==> config.mk <==
export PLATFORM = sky130hd
export DESIGN_NAME = line_field_byte_selector_core
export DESIGN_NICKNAME = d
export VERILOG_FILES = /design/src/rtl/core/lfbs_pkg.sv /design/src/rtl/core/lfbs_ram.sv /design/src/rtl/core/lfbs_cfg.sv /design/src/rtl/core/lfbs_ctrl.sv /design/src/rtl/core/line_field_byte_selector_core.sv
export VERILOG_INCLUDE_DIRS = /design/src /design/src/rtl/core
export SDC_FILE = /design/constraint.sdc
export NUM_CORES = 1
export LEC_CHECK = 0
export BUFFER_PORTS_ARGS = -buffer_cell sky130_fd_sc_hd__buf_2
export CAP_MARGIN = 20
export CORE_ASPECT_RATIO = 0.75
export CORE_MARGIN = 5
export CORE_UTILIZATION = 62
export CTS_CLUSTER_SIZE = 20
export DETAILED_ROUTE_END_ITERATION = 12
export PLACE_DENSITY = 0.78
export SETUP_SLACK_MARGIN = 0.4
export SLEW_MARGIN = 10
export SYNTH_ARGS = -nofsm -noshare
export SYNTH_HDL_FRONTEND = slang
export SYNTH_SLANG_ARGS = --single-unit
==> constraint.sdc <==
create_clock -name clk_i -period 5.9 [get_ports clk_i]
set_clock_uncertainty 0.05 [all_clocks]
set_input_delay 1.18 -clock clk_i [delete_from_list [all_inputs] [get_ports clk_i]]
set_output_delay 1.18 -clock clk_i [all_outputs]
set_load 0.1 [all_outputs]
==> src/rtl/core/line_field_byte_selector_core_macros.svh <==
// Assertion macros shared by the line field and byte selector RTL.
`ifndef LINE_FIELD_BYTE_SELECTOR_CORE_MACROS_SVH
`define LINE_FIELD_BYTE_SELECTOR_CORE_MACROS_SVH

`ifndef ASSERT_OFF
// Generic clocked assertion with explicit clock and active-low reset.
`define LFBS_ASSERT_CLK(label, clk, rstn, prop, msg) \
  label: assert property (@(posedge clk) disable iff (!rstn) prop) else $error(msg);
// Assertion on the block clock and reset.
`define LFBS_ASSERT(label, prop, msg) \
  `LFBS_ASSERT_CLK(label, clk_i, rst_ni, prop, msg)
`else
`define LFBS_ASSERT_CLK(label, clk, rstn, prop, msg)
`define LFBS_ASSERT(label, prop, msg)
`endif

`endif

==> src/rtl/core/lfbs_pkg.sv <==
`timescale 1ns / 1ps
// Package: shared constants and types of the line field and byte selector.
package lfbs_pkg;

  // Default sizes
  localparam int unsigned FirstFieldBytesDef = 63;
  localparam int unsigned MaskPositionsDef   = 64;

  // Line position counter
  localparam int unsigned PosW   = 16;
  localparam logic [PosW-1:0] PosOne = 16'd1;
  localparam logic [PosW-1:0] PosMax = 16'hFFFF;

  // Byte codes
  localparam logic [7:0] NlByte       = 8'd10;
  localparam logic [7:0] DelimDefault = 8'd9;

  // Configuration port
  localparam int unsigned CfgAddrW = 6;
  localparam int unsigned CfgDataW = 64;

  // Register indexes (byte address / 8)
  localparam logic [2:0] RegFieldMode = 3'd0;
  localparam logic [2:0] RegDelimiter = 3'd1;
  localparam logic [2:0] RegSuppress  = 3'd2;
  localparam logic [2:0] RegPosMask   = 3'd3;
  localparam logic [2:0] RegOpenFrom  = 3'd4;

  // Scalar configuration handed to the line controller
  typedef struct packed {
    logic            field_mode;
    logic [7:0]      delimiter_byte;
    logic            suppress_undelimited;
    logic [PosW-1:0] open_from;
  } cfg_t;

endpackage

==> src/rtl/core/lfbs_ram.sv <==
`timescale 1ns / 1ps
// Generic single-port-write, single-port-read RAM with registered read data.
module lfbs_ram #(
  parameter int unsigned Width = 8,
  parameter int unsigned Depth = 63
) (
  input  logic                                  clk_i,
  input  logic                                  we_i,
  input  logic [(Depth > 1 ? $clog2(Depth) : 1)-1:0] waddr_i,
  input  logic [Width-1:0]                      wdata_i,
  input  logic                                  re_i,
  input  logic [(Depth > 1 ? $clog2(Depth) : 1)-1:0] raddr_i,
  output logic [Width-1:0]                      rdata_o
);

  logic [Width-1:0] mem_q [Depth];
  logic [Width-1:0] rdata_q;

  // Write port
  always_ff @(posedge clk_i) begin
    if (we_i) begin
      mem_q[waddr_i] <= wdata_i;
    end
  end

  // Registered read port, holds while not enabled
  always_ff @(posedge clk_i) begin
    if (re_i) begin
      rdata_q <= mem_q[raddr_i];
    end
  end

  assign rdata_o = rdata_q;

endmodule

==> src/rtl/core/lfbs_cfg.sv <==
`timescale 1ns / 1ps
// Configuration register file behind the APB-style port.
module lfbs_cfg #(
  parameter int unsigned MaskPositions = lfbs_pkg::MaskPositionsDef
) (
  input  logic                          clk_i,
  input  logic                          rst_ni,
  input  logic                          psel,
  input  logic                          penable,
  input  logic                          pwrite,
  input  logic [lfbs_pkg::CfgAddrW-1:0] paddr,
  input  logic [lfbs_pkg::CfgDataW-1:0] pwdata,
  output logic [lfbs_pkg::CfgDataW-1:0] prdata,
  output lfbs_pkg::cfg_t                cfg_o,
  output logic [MaskPositions-1:0]      mask_o
);

  logic                         field_mode_q;
  logic [7:0]                   delim_q;
  logic                         suppress_q;
  logic [MaskPositions-1:0]     mask_q;
  logic [lfbs_pkg::PosW-1:0]    open_from_q;
  logic                         wr_en;
  logic [2:0]                   reg_idx;

  assign reg_idx = paddr[lfbs_pkg::CfgAddrW-1:3];
  assign wr_en   = psel && penable && pwrite;

  // Register writes
  always_ff @(posedge clk_i or negedge rst_ni) begin
    if (!rst_ni) begin
      field_mode_q <= 1'b0;
      delim_q      <= lfbs_pkg::DelimDefault;
      suppress_q   <= 1'b0;
      mask_q       <= '0;
      open_from_q  <= '0;
    end else if (wr_en) begin
      case (reg_idx)
        lfbs_pkg::RegFieldMode: field_mode_q <= pwdata[0];
        lfbs_pkg::RegDelimiter: delim_q      <= pwdata[7:0];
        lfbs_pkg::RegSuppress:  suppress_q   <= pwdata[0];
        lfbs_pkg::RegPosMask:   mask_q       <= pwdata[MaskPositions-1:0];
        lfbs_pkg::RegOpenFrom:  open_from_q  <= pwdata[lfbs_pkg::PosW-1:0];
        default: ;
      endcase
    end
  end

  // Read mux
  always_comb begin
    case (reg_idx)
      lfbs_pkg::RegFieldMode: prdata = lfbs_pkg::CfgDataW'(field_mode_q);
      lfbs_pkg::RegDelimiter: prdata = lfbs_pkg::CfgDataW'(delim_q);
      lfbs_pkg::RegSuppress:  prdata = lfbs_pkg::CfgDataW'(suppress_q);
      lfbs_pkg::RegPosMask:   prdata = lfbs_pkg::CfgDataW'(mask_q);
      lfbs_pkg::RegOpenFrom:  prdata = lfbs_pkg::CfgDataW'(open_from_q);
      default:                prdata = '0;
    endcase
  end

  assign cfg_o.field_mode           = field_mode_q;
  assign cfg_o.delimiter_byte       = delim_q;
  assign cfg_o.suppress_undelimited = suppress_q;
  assign cfg_o.open_from            = open_from_q;
  assign mask_o                     = mask_q;

endmodule

==> src/rtl/core/lfbs_ctrl.sv <==
`timescale 1ns / 1ps
// Line controller: per-line state, field-one store and output register.
`include "line_field_byte_selector_core_macros.svh"
module lfbs_ctrl #(
  parameter int unsigned FirstFieldBytes = lfbs_pkg::FirstFieldBytesDef,
  parameter int unsigned MaskPositions   = lfbs_pkg::MaskPositionsDef
) (
  input  logic                     clk_i,
  input  logic                     rst_ni,
  input  lfbs_pkg::cfg_t           cfg_i,
  input  logic [MaskPositions-1:0] mask_i,
  input  logic                     in_valid_i,
  output logic                     in_ready_o,
  input  logic [7:0]               in_byte_i,
  input  logic                     in_eos_i,
  output logic                     out_valid_o,
  input  logic                     out_ready_i,
  output logic [7:0]               out_byte_o,
  output logic                     out_last_o,
  output logic                     out_trunc_o
);

  localparam int unsigned CntW    = $clog2(FirstFieldBytes + 1);
  localparam int unsigned AddrW   = FirstFieldBytes > 1 ? $clog2(FirstFieldBytes) : 1;
  localparam int unsigned IdxW    = $clog2(MaskPositions);
  localparam int unsigned MaskPad = 1 << IdxW;
  localparam int unsigned PosW    = lfbs_pkg::PosW;

  typedef enum logic [1:0] {
    ST_IDLE,
    ST_FLUSH,
    ST_TRAIL
  } state_e;

  // Position k is selected by the mask or by the open-ended start
  function automatic logic sel_pos(input logic [PosW-1:0]    k,
                                   input logic [MaskPad-1:0] mask,
                                   input logic [PosW-1:0]    open_from);
    logic [PosW-1:0] km1;
    logic            hit_mask;
    logic            hit_open;
    km1      = k - lfbs_pkg::PosOne;
    hit_mask = (k != '0) && (k <= PosW'(MaskPositions)) && mask[km1[IdxW-1:0]];
    hit_open = (open_from != '0) && (k >= open_from);
    return hit_mask || hit_open;
  endfunction

  state_e            state_q;

  // Line state
  logic [PosW-1:0]   pos_q, pos_d;
  logic              seen_q, seen_d;
  logic              emitted_q, emitted_d;
  logic              stream_q, stream_d;
  logic [CntW-1:0]   cnt_q, cnt_d;
  logic              ovf_q, ovf_d;

  // Flush bookkeeping
  logic [CntW-1:0]   flush_cnt_q;
  logic [CntW-1:0]   rd_idx_q;
  logic              flush_trunc_q;
  logic              trail_q;
  logic [7:0]        trail_byte_q;

  // Output register
  logic              out_valid_q;
  logic [7:0]        out_byte_q;
  logic              out_last_q;
  logic              out_trunc_q;

  logic [MaskPad-1:0] mask_pad;
  logic [PosW-1:0]   pos_inc;
  logic              sel_cur, sel_next, sel_one;
  logic              is_delim, is_nl;
  logic              out_free, acc;
  logic              out_load;
  logic              pass, emitted_n;
  logic              emit_v, start_flush, trail_v, store_we;
  logic [7:0]        emit_byte, trail_byte;
  logic [CntW-1:0]   rd_nxt;
  logic              more;
  logic              ram_re;
  logic [AddrW-1:0]  ram_raddr;
  logic [7:0]        ram_rdata;

  assign mask_pad = MaskPad'(mask_i);
  assign pos_inc  = (pos_q == lfbs_pkg::PosMax) ? pos_q : pos_q + lfbs_pkg::PosOne;
  assign sel_cur  = sel_pos(pos_q, mask_pad, cfg_i.open_from);
  assign sel_next = sel_pos(pos_inc, mask_pad, cfg_i.open_from);
  assign sel_one  = sel_pos(lfbs_pkg::PosOne, mask_pad, cfg_i.open_from);

  assign is_delim = !in_eos_i && (in_byte_i == cfg_i.delimiter_byte);
  assign is_nl    = !in_eos_i && (in_byte_i == lfbs_pkg::NlByte);

  // Handshake: one item at a time, only with a free output slot
  assign out_free   = !out_valid_q || out_ready_i;
  assign in_ready_o = (state_q == ST_IDLE) && out_free;
  assign acc        = in_valid_i && in_ready_o;

  // Effect of one accepted item on the line state
  always_comb begin
    pos_d       = pos_q;
    seen_d      = seen_q;
    emitted_d   = emitted_q;
    stream_d    = stream_q;
    cnt_d       = cnt_q;
    ovf_d       = ovf_q;
    pass        = 1'b0;
    emitted_n   = emitted_q;
    emit_v      = 1'b0;
    emit_byte   = in_byte_i;
    start_flush = 1'b0;
    trail_v     = 1'b0;
    trail_byte  = lfbs_pkg::NlByte;
    store_we    = 1'b0;
    if (!cfg_i.field_mode) begin
      // Byte positions
      if (in_eos_i) begin
        pos_d     = lfbs_pkg::PosOne;
        seen_d    = 1'b0;
        emitted_d = 1'b0;
        stream_d  = 1'b0;
        cnt_d     = '0;
        ovf_d     = 1'b0;
      end else if (is_nl) begin
        emit_v = 1'b1;
        pos_d  = lfbs_pkg::PosOne;
      end else begin
        emit_v = sel_cur;
        pos_d  = pos_inc;
      end
    end else if (in_eos_i || is_delim || is_nl) begin
      // End of a field: decide on field one, then join or end the line
      if (pos_q == lfbs_pkg::PosOne) begin
        pass = (sel_one && (!cfg_i.suppress_undelimited || seen_q || is_delim)) ||
               (!cfg_i.suppress_undelimited && (in_eos_i || is_nl));
        emitted_n   = emitted_q | pass;
        start_flush = pass && (cnt_q != '0);
        cnt_d       = '0;
        ovf_d       = 1'b0;
      end
      seen_d = seen_q | is_delim;
      if (is_nl || in_eos_i) begin
        trail_v    = is_nl && emitted_n;
        trail_byte = lfbs_pkg::NlByte;
        pos_d      = lfbs_pkg::PosOne;
        seen_d     = 1'b0;
        emitted_d  = 1'b0;
        stream_d   = 1'b0;
        cnt_d      = '0;
        ovf_d      = 1'b0;
      end else begin
        pos_d      = pos_inc;
        stream_d   = sel_next;
        trail_v    = sel_next && emitted_n;
        trail_byte = cfg_i.delimiter_byte;
        emitted_d  = emitted_n | sel_next;
      end
      emit_v    = trail_v && !start_flush;
      emit_byte = trail_byte;
    end else if (pos_q == lfbs_pkg::PosOne) begin
      // Field one is buffered until its end is known
      if (cnt_q < CntW'(FirstFieldBytes)) begin
        store_we = 1'b1;
        cnt_d    = cnt_q + 1'b1;
      end else begin
        ovf_d = 1'b1;
      end
    end else begin
      emit_v = stream_q;
    end
  end

  // Flush read pointer
  assign rd_nxt    = rd_idx_q + 1'b1;
  assign more      = rd_nxt < flush_cnt_q;
  assign ram_re    = (acc && start_flush) || ((state_q == ST_FLUSH) && out_free && more);
  assign ram_raddr = (state_q == ST_FLUSH) ? rd_nxt[AddrW-1:0] : '0;

  // Output register takes a new item
  assign out_load = ((state_q == ST_IDLE) && acc && emit_v) ||
                    (((state_q == ST_FLUSH) || (state_q == ST_TRAIL)) && out_free);

  lfbs_ram #(
    .Width (8),
    .Depth (FirstFieldBytes)
  ) u_store (
    .clk_i   (clk_i),
    .we_i    (acc && store_we),
    .waddr_i (cnt_q[AddrW-1:0]),
    .wdata_i (in_byte_i),
    .re_i    (ram_re),
    .raddr_i (ram_raddr),
    .rdata_o (ram_rdata)
  );

  // Sequencer, line state and output register
  always_ff @(posedge clk_i or negedge rst_ni) begin
    if (!rst_ni) begin
      state_q       <= ST_IDLE;
      pos_q         <= lfbs_pkg::PosOne;
      seen_q        <= 1'b0;
      emitted_q     <= 1'b0;
      stream_q      <= 1'b0;
      cnt_q         <= '0;
      ovf_q         <= 1'b0;
      flush_cnt_q   <= '0;
      rd_idx_q      <= '0;
      flush_trunc_q <= 1'b0;
      trail_q       <= 1'b0;
      trail_byte_q  <= '0;
      out_valid_q   <= 1'b0;
      out_byte_q    <= '0;
      out_last_q    <= 1'b0;
      out_trunc_q   <= 1'b0;
    end else begin
      out_valid_q <= out_load || (out_valid_q && !out_ready_i);
      case (state_q)
        ST_IDLE: begin
          if (acc) begin
            pos_q     <= pos_d;
            seen_q    <= seen_d;
            emitted_q <= emitted_d;
            stream_q  <= stream_d;
            cnt_q     <= cnt_d;
            ovf_q     <= ovf_d;
            if (emit_v) begin
              out_byte_q  <= emit_byte;
              out_last_q  <= 1'b1;
              out_trunc_q <= 1'b0;
            end
            if (start_flush) begin
              state_q       <= ST_FLUSH;
              rd_idx_q      <= '0;
              flush_cnt_q   <= cnt_q;
              flush_trunc_q <= ovf_q;
              trail_q       <= trail_v;
              trail_byte_q  <= trail_byte;
            end
          end
        end
        ST_FLUSH: begin
          if (out_free) begin
            out_byte_q  <= ram_rdata;
            out_last_q  <= !more && !trail_q;
            out_trunc_q <= flush_trunc_q;
            rd_idx_q    <= rd_nxt;
            if (!more) begin
              state_q <= trail_q ? ST_TRAIL : ST_IDLE;
            end
          end
        end
        ST_TRAIL: begin
          if (out_free) begin
            out_byte_q  <= trail_byte_q;
            out_last_q  <= 1'b1;
            out_trunc_q <= 1'b0;
            state_q     <= ST_IDLE;
          end
        end
        default: state_q <= ST_IDLE;
      endcase
    end
  end

  assign out_valid_o = out_valid_q;
  assign out_byte_o  = out_byte_q;
  assign out_last_o  = out_last_q;
  assign out_trunc_o = out_trunc_q;

  // Checks
  `LFBS_ASSERT(a_no_store_write_busy, (state_q != ST_IDLE) |-> !(acc && store_we), "store written during flush")
  `LFBS_ASSERT(a_cnt_bound, cnt_q <= CntW'(FirstFieldBytes), "field one count beyond store depth")
  `LFBS_ASSERT(a_rd_in_range, (state_q == ST_FLUSH) |-> (rd_idx_q < flush_cnt_q), "flush read beyond stored bytes")
  `LFBS_ASSERT(a_flush_ends_last, $fell(state_q != ST_IDLE) |-> (out_valid_q && out_last_q), "flush ended without final item")

endmodule

==> src/rtl/core/line_field_byte_selector_core.sv <==
`timescale 1ns / 1ps
// Top level of the line field and byte selector (cut -b / cut -f style).
//
// Input stream: one text byte per item on s_axis_tdata, or an end-of-stream
// mark on s_axis_tlast (byte ignored). Output stream: one selected byte per
// item on m_axis_tdata; m_axis_tlast marks the final output of an input
// item, m_axis_tuser flags bytes of a buffered first field that overflowed.
// Registers are written over the APB-style port; the user must write them
// only while the block is idle, which the block itself does not enforce.
// A result is registered in the output register in the cycle after its
// input item is accepted. Byte mode and later fields sustain one item per
// cycle while the receiver is ready. At the end of field one in field mode,
// the N buffered bytes are read back from the field store, one byte per
// cycle through its single read port while the receiver is ready, then any
// following delimiter or newline; input is held off (s_axis_tready low)
// until all reach the output register. When the receiver stalls, the output
// item holds and s_axis_tready drops. Reset clears the line state and
// registers (delimiter back to tab); the field store needs no clearing pass.
module line_field_byte_selector_core #(
  parameter int unsigned FirstFieldBytes = lfbs_pkg::FirstFieldBytesDef,
  parameter int unsigned MaskPositions   = lfbs_pkg::MaskPositionsDef
) (
  input  logic                          clk_i,
  input  logic                          rst_ni,
  // Input stream
  input  logic                          s_axis_tvalid,
  output logic                          s_axis_tready,
  input  logic [7:0]                    s_axis_tdata,  // [7:0] data_byte
  input  logic                          s_axis_tlast,  // end_of_stream
  // Output stream
  output logic                          m_axis_tvalid,
  input  logic                          m_axis_tready,
  output logic [7:0]                    m_axis_tdata,  // [7:0] out_byte
  output logic                          m_axis_tlast,  // last_of_run
  output logic                          m_axis_tuser,  // [0] field_truncated
  // Configuration port
  input  logic                          psel,
  input  logic                          penable,
  input  logic                          pwrite,
  input  logic [lfbs_pkg::CfgAddrW-1:0] paddr,
  input  logic [lfbs_pkg::CfgDataW-1:0] pwdata,
  output logic [lfbs_pkg::CfgDataW-1:0] prdata,
  output logic                          pready
);

  lfbs_pkg::cfg_t           cfg;
  logic [MaskPositions-1:0] mask;

  // No wait states
  assign pready = 1'b1;

  lfbs_cfg #(
    .MaskPositions (MaskPositions)
  ) u_cfg (
    .clk_i   (clk_i),
    .rst_ni  (rst_ni),
    .psel    (psel),
    .penable (penable),
    .pwrite  (pwrite),
    .paddr   (paddr),
    .pwdata  (pwdata),
    .prdata  (prdata),
    .cfg_o   (cfg),
    .mask_o  (mask)
  );

  lfbs_ctrl #(
    .FirstFieldBytes (FirstFieldBytes),
    .MaskPositions   (MaskPositions)
  ) u_ctrl (
    .clk_i       (clk_i),
    .rst_ni      (rst_ni),
    .cfg_i       (cfg),
    .mask_i      (mask),
    .in_valid_i  (s_axis_tvalid),
    .in_ready_o  (s_axis_tready),
    .in_byte_i   (s_axis_tdata),
    .in_eos_i    (s_axis_tlast),
    .out_valid_o (m_axis_tvalid),
    .out_ready_i (m_axis_tready),
    .out_byte_o  (m_axis_tdata),
    .out_last_o  (m_axis_tlast),
    .out_trunc_o (m_axis_tuser)
  );

endmodule
==> report_table.html <==
<table>
<tr><th>Metric</th><th>Value</th></tr>
<tr><th colspan="2">Logic synthesis</th></tr>
<tr><td>Number of warnings issued by yosys</td><td>0</td></tr>
<tr><td>Synth Area in XOR/XNOR</td><td>0.00938</td></tr>
<tr><td>Primary flip-flop cell chosen by synthesis mapping</td><td>sky130_fd_sc_hd__edfxtp_1</td></tr>
<tr><td>Distinct cells, synth</td><td>83</td></tr>
<tr><td>Basic-gate share of the synthesized area counting and, or, nand and nor cells</td><td>0.116</td></tr>
<tr><td>Share of Yosys cell area claimed by the top area cell type</td><td>0.499</td></tr>
<tr><td>Post-synthesis register bit count</td><td>663</td></tr>
<tr><td>Syn Nets</td><td>2585</td></tr>
<tr><td>Fraction of the mapped netlist area in compound gates</td><td>0.113</td></tr>
<tr><td>Seq/Total Area, Yosys</td><td>0.622</td></tr>
<tr><td>Gate count of the mapped netlist</td><td>2452</td></tr>
<tr><td>Synth Area per Inst</td><td>12.6 sq um</td></tr>
<tr><td>Number of flops mapped to enable cells by yosys</td><td>512</td></tr>
<tr><td>Asr flop ratio synth</td><td>0.228</td></tr>
<tr><td>Dominant cells by area after synthesis</td><td>sky130_fd_sc_hd__edfxtp_1, sky130_fd_sc_hd__dfrtp_1, sky130_fd_sc_hd__nand2_1</td></tr>
<tr><td>Post-synthesis adder-cell area fraction</td><td>0.0191</td></tr>
<tr><td>Most frequent cells after synthesis</td><td>sky130_fd_sc_hd__edfxtp_1, sky130_fd_sc_hd__nand2_1, sky130_fd_sc_hd__dfrtp_1</td></tr>
<tr><td>Post-Syn Area</td><td>30800 sq um</td></tr>
<tr><td>Mux cell area share after synthesis</td><td>0.0925</td></tr>
<tr><td>Dominant combinational cell family by area after synthesis</td><td>simple AND/OR/NAND/NOR gates</td></tr>
<tr><td>Yosys top cell by area</td><td>sky130_fd_sc_hd__edfxtp_1</td></tr>
<tr><td>Top-count cell post-synth</td><td>sky130_fd_sc_hd__edfxtp_1</td></tr>
<tr><th colspan="2">Timing</th></tr>
<tr><td>Highest attainable clock frequency</td><td>0.192 GHz</td></tr>
<tr><td>Final setup violating endpoints</td><td>0</td></tr>
<tr><td>Final Max Tran Viols</td><td>0</td></tr>
<tr><td>Slew margin rel.</td><td>0.318</td></tr>
<tr><td>Final hold violation count</td><td>0</td></tr>
<tr><td>RSZ-0062 raised after global routing</td><td>no</td></tr>
<tr><td>Hold WS</td><td>0.440 ns</td></tr>
<tr><td>Period utilization</td><td>0.884</td></tr>
<tr><td>Post-Route Setup TNS</td><td>0 ns</td></tr>
<tr><td>Final WS setup</td><td>0.682 ns</td></tr>
<tr><td>Time the worst path needs with I/O delays and setup</td><td>5.22 ns</td></tr>
<tr><td>Transition time of the tightest slew-check pin</td><td>1.02 ns</td></tr>
<tr><th colspan="2">Routing</th></tr>
<tr><td>Vias after detailed routing</td><td>21900</td></tr>
<tr><td>Iter 0 DRT Violations</td><td>2960</td></tr>
<tr><td>Ratio of routed vias to standard cells</td><td>6.71</td></tr>
<tr><td>Remaining routing DRC violations</td><td>0</td></tr>
<tr><td>Final WL</td><td>84900 microns</td></tr>
<tr><td>Number of nets with antenna violations after detailed routing</td><td>0</td></tr>
<tr><td>First-pass detailed-route iteration total</td><td>6</td></tr>
<tr><td>Average routed wire per standard cell</td><td>26.0 microns</td></tr>
<tr><th colspan="2">Floorplan</th></tr>
<tr><td>Height of the die</td><td>203 microns</td></tr>
<tr><td>Row Count</td><td>70</td></tr>
<tr><td>Die boundary width</td><td>267 microns</td></tr>
<tr><td>Num ports</td><td>163</td></tr>
<tr><td>Initial Utilization</td><td>0.629</td></tr>
<tr><td>Core Footprint</td><td>49000 sq um</td></tr>
<tr><td>Full die area</td><td>54300 sq um</td></tr>
<tr><th colspan="2">Critical path</th></tr>
<tr><td>Endpoint kind of the worst setup timing path</td><td>register</td></tr>
<tr><td>Worst r2r path cells</td><td>18</td></tr>
<tr><td>Category of the most critical setup path</td><td>reg -&gt; reg</td></tr>
<tr><td>Nature of the critical path startpoint</td><td>register</td></tr>
<tr><td>Maximum fanout encountered on the critical timing path</td><td>17</td></tr>
<tr><td>Data required time at the worst endpoint</td><td>6.37 ns</td></tr>
<tr><td>CP arrival</td><td>5.69 ns</td></tr>
<tr><td>Register-to-register setup slack</td><td>0.68 ns</td></tr>
<tr><th colspan="2">Placement</th></tr>
<tr><td>HPWL after detailed placement</td><td>55500 microns</td></tr>
<tr><td>Post-placement cell count</td><td>3144</td></tr>
<tr><td>Worst slack at placement</td><td>0.706 ns</td></tr>
<tr><td>Port Buf Inserts</td><td>158</td></tr>
<tr><td>Final weighted congestion in routability-driven placement</td><td>0.967</td></tr>
<tr><th colspan="2">Clock network</th></tr>
<tr><td>CTS tree</td><td>yes</td></tr>
<tr><td>Clock latency of the later-clocked register in the worst-skew pair</td><td>0.64 ns</td></tr>
<tr><td>Maximum number of buffers from clock root to sink</td><td>3</td></tr>
<tr><td>Number of H-tree levels</td><td>2</td></tr>
<tr><td>Number of CTS-inserted buffers</td><td>61</td></tr>
<tr><td>Clock input transition at the sequential cells of the worst setup and hold paths</td><td>0.07 ns</td></tr>
<tr><td>Num Clock Sinks</td><td>663</td></tr>
<tr><td>Clock root buffer</td><td>sky130_fd_sc_hd__clkbuf_16</td></tr>
<tr><th colspan="2">Global routing</th></tr>
<tr><td>Gr ovfl total</td><td>0</td></tr>
<tr><td>Largest net degree at the start of global routing</td><td>104</td></tr>
<tr><td>Tot GR Track Use</td><td>0.307</td></tr>
<tr><td>Number of antenna violations at the first check in global routing</td><td>3</td></tr>
<tr><td>Via count of the first global-routing pass</td><td>21293</td></tr>
<tr><td>Global-route wire length before repair</td><td>128000 microns</td></tr>
<tr><th colspan="2">Final layout</th></tr>
<tr><td>Layout filler cell count</td><td>3326</td></tr>
<tr><td>Post-Route Utilization</td><td>0.700</td></tr>
<tr><td>Non-filler instance count after layout</td><td>3263</td></tr>
<tr><td>Share of cells above drive strength 1</td><td>0.181</td></tr>
<tr><td>Area of all sequential standard cells</td><td>19200 sq um</td></tr>
<tr><td>Final layout net count</td><td>2695</td></tr>
<tr><td>Area growth syn-to-layout</td><td>11.3%</td></tr>
<tr><td>Area occupied by multi-input gates</td><td>10900 sq um</td></tr>
<tr><td>Number of diodes</td><td>0</td></tr>
<tr><th colspan="2">Power and ir drop</th></tr>
<tr><td>Internal power summed over all cells</td><td>9270 uW</td></tr>
<tr><td>Reported leakage power</td><td>0.0127 uW</td></tr>
<tr><td>Switching Power</td><td>5360 uW</td></tr>
<tr><td>Share of power burned in the clock network</td><td>0.272</td></tr>
<tr><td>Share of total power in sequential cells</td><td>0.385</td></tr>
<tr><td>Maximum vdd ir drop</td><td>0.270 mV</td></tr>
<tr><td>Comb pwr share</td><td>0.343</td></tr>
<tr><td>Total power per unit cell area</td><td>427 nW/um^2</td></tr>
<tr><td>Fraction of power spent switching nets</td><td>0.366</td></tr>
<tr><th colspan="2">Flow run</th></tr>
<tr><td>Count of max-cap constraint violations</td><td>0</td></tr>
<tr><th colspan="2">Hold path</th></tr>
<tr><td>Tightest Hold Check Type</td><td>reg -&gt; reg</td></tr>
<tr><td>Number of stages on the worst hold path</td><td>2</td></tr>
<tr><th colspan="2">Status</th></tr>
<tr><td>Result of the run</td><td>complete, no violations</td></tr>
</table>
## area by class of cell
| type | instances | area share |
|---|---|---|
| Inverter | 57 | 0.00624 |
| Clock inverter | 38 | 0.00989 |
| Tap cell | 648 | 0.0237 |
| Multi-Input combinational cell | 1568 | 0.317 |
| Clock buffer | 78 | 0.0484 |
| Sequential cell | 663 | 0.559 |
| Timing Repair Buffer | 211 | 0.0362 |
## cell families after synthesis
logic type | Yosys count
xor gates and xnor gates | 33
DFF | 663
other | 1
buffers and inverters | 221
muxes | 218
and+or+nand+nor | 758
AOI/OAI and AO/OA | 511
adders and majority gates | 47
## what timing repair did
item                                    CTS  global route
endpoints found under the setup margin    0            10
hold endpoints to repair                  0             0
gates resized for setup                   0             1
hold buffers                              0             0
setup buffers                             0             3
## flip-flops by register name, summed over array words and instances, names as in the netlist, 2 cells and up
name / count
u_ctrl.rd_idx_q: 6
u_ctrl.state_q: 2
u_ctrl.trail_byte_q: 8
u_ctrl.u_store.mem_q: 504
u_cfg.mask_o: 64
u_ctrl.flush_cnt_q: 6
u_cfg.open_from_q: 16
u_ctrl.pos_q: 16
u_ctrl.cnt_q: 6
u_ctrl.u_store.rdata_o: 8
u_cfg.delim_q: 8
u_ctrl.out_byte_o: 8
## worst max-delay path: stages (launching register included)
cell and delay, ns:
sky130_fd_sc_hd__dfrtp_1 0.51, sky130_fd_sc_hd__ha_1 0.20, sky130_fd_sc_hd__buf_4 0.18, sky130_fd_sc_hd__nand4_1 0.22, sky130_fd_sc_hd__nor4_4 0.50, sky130_fd_sc_hd__xnor2_1 0.21, sky130_fd_sc_hd__inv_1 0.16, sky130_fd_sc_hd__buf_4 0.24
sky130_fd_sc_hd__ha_1 0.47, sky130_fd_sc_hd__clkinv_1 0.32, sky130_fd_sc_hd__nand2_1 0.15, sky130_fd_sc_hd__a211oi_1 0.08, sky130_fd_sc_hd__o21a_1 0.20, sky130_fd_sc_hd__o311ai_1 0.28, sky130_fd_sc_hd__and4bb_1 0.50, sky130_fd_sc_hd__o41ai_4 0.17
sky130_fd_sc_hd__a21oi_4 0.20, sky130_fd_sc_hd__buf_12 0.15, sky130_fd_sc_hd__mux2_4 0.30
## path summary, 6_finish.rpt
path,endpoint,startpoint
worst max-delay path,u_ctrl.out_byte_o[7],u_ctrl.pos_q[1]
worst min-delay path,u_ctrl.trail_byte_q[2],u_ctrl.trail_byte_q[2]
worst max register to register,u_ctrl.out_byte_o[7],u_ctrl.pos_q[1]
worst min register to register,u_ctrl.trail_byte_q[2],u_ctrl.trail_byte_q[2]
max in group asynchronous,u_cfg.mask_o[63],rst_ni
min in group asynchronous,u_cfg.mask_o[11],rst_ni
## layout by cell type, fill, tap and decap left out, types with 9 or more instances in the layout
master / n
sky130_fd_sc_hd__nand2_1: 329
sky130_fd_sc_hd__nor2_1: 119
sky130_fd_sc_hd__and3_1: 59
sky130_fd_sc_hd__o21ai_0: 108
sky130_fd_sc_hd__mux4_2: 42
sky130_fd_sc_hd__buf_2: 159
sky130_fd_sc_hd__a22o_1: 14
sky130_fd_sc_hd__buf_4: 47
sky130_fd_sc_hd__clkinv_1: 19
sky130_fd_sc_hd__clkbuf_1: 10
sky130_fd_sc_hd__nor2b_1: 9
sky130_fd_sc_hd__a31oi_1: 43
sky130_fd_sc_hd__nand4_1: 9
sky130_fd_sc_hd__o31ai_1: 9
sky130_fd_sc_hd__clkinv_2: 9
sky130_fd_sc_hd__a21oi_1: 82
sky130_fd_sc_hd__nor4_1: 14
sky130_fd_sc_hd__o22ai_1: 15
sky130_fd_sc_hd__o211ai_1: 34
sky130_fd_sc_hd__ha_1: 47
sky130_fd_sc_hd__nand3_1: 70
sky130_fd_sc_hd__a311oi_1: 48
sky130_fd_sc_hd__nor3_1: 29
sky130_fd_sc_hd__a22oi_1: 21
sky130_fd_sc_hd__o221ai_1: 28
sky130_fd_sc_hd__nand2b_1: 20
sky130_fd_sc_hd__clkbuf_16: 61
sky130_fd_sc_hd__mux2i_1: 85
sky130_fd_sc_hd__dfrtp_1: 147
sky130_fd_sc_hd__edfxtp_1: 512
sky130_fd_sc_hd__a211oi_1: 66
sky130_fd_sc_hd__inv_1: 51
sky130_fd_sc_hd__mux2_2: 83
sky130_fd_sc_hd__xor2_1: 15
sky130_fd_sc_hd__and2_1: 58
sky130_fd_sc_hd__xnor2_1: 14
## per-stage QoR
stage / power (uW) / instance area (sq um)
final: 14600 / 34300
after global routing: 15200 / 34300
after CTS: 14500 / 34200
after detailed placement: 10600 / 32200
after global placement: 10400 / 32200
after floorplan: 9060 / 30800
## power by group through the flow
stage	Combinational, uW	Clock [uW]	Sequential (uW)
after detailed placement	4860	0	5700
after CTS	4880	4000	5610
after floorplan	3280	0	5780
after global placement	4730	0	5690
final	5020	3980	5630
after global routing	5340	4200	5650
## metal layers
| metal | GRT usage | wire length, microns |
|---|---|---|
| met1 | 0.482 | 35900 |
| met2 | 0.430 | 36200 |
| met3 | 0.0861 | 10800 |
| met4 | 0.0728 | 1910 |
| met5 | 0 | 34 |
Power figures use the tool's default switching activity.
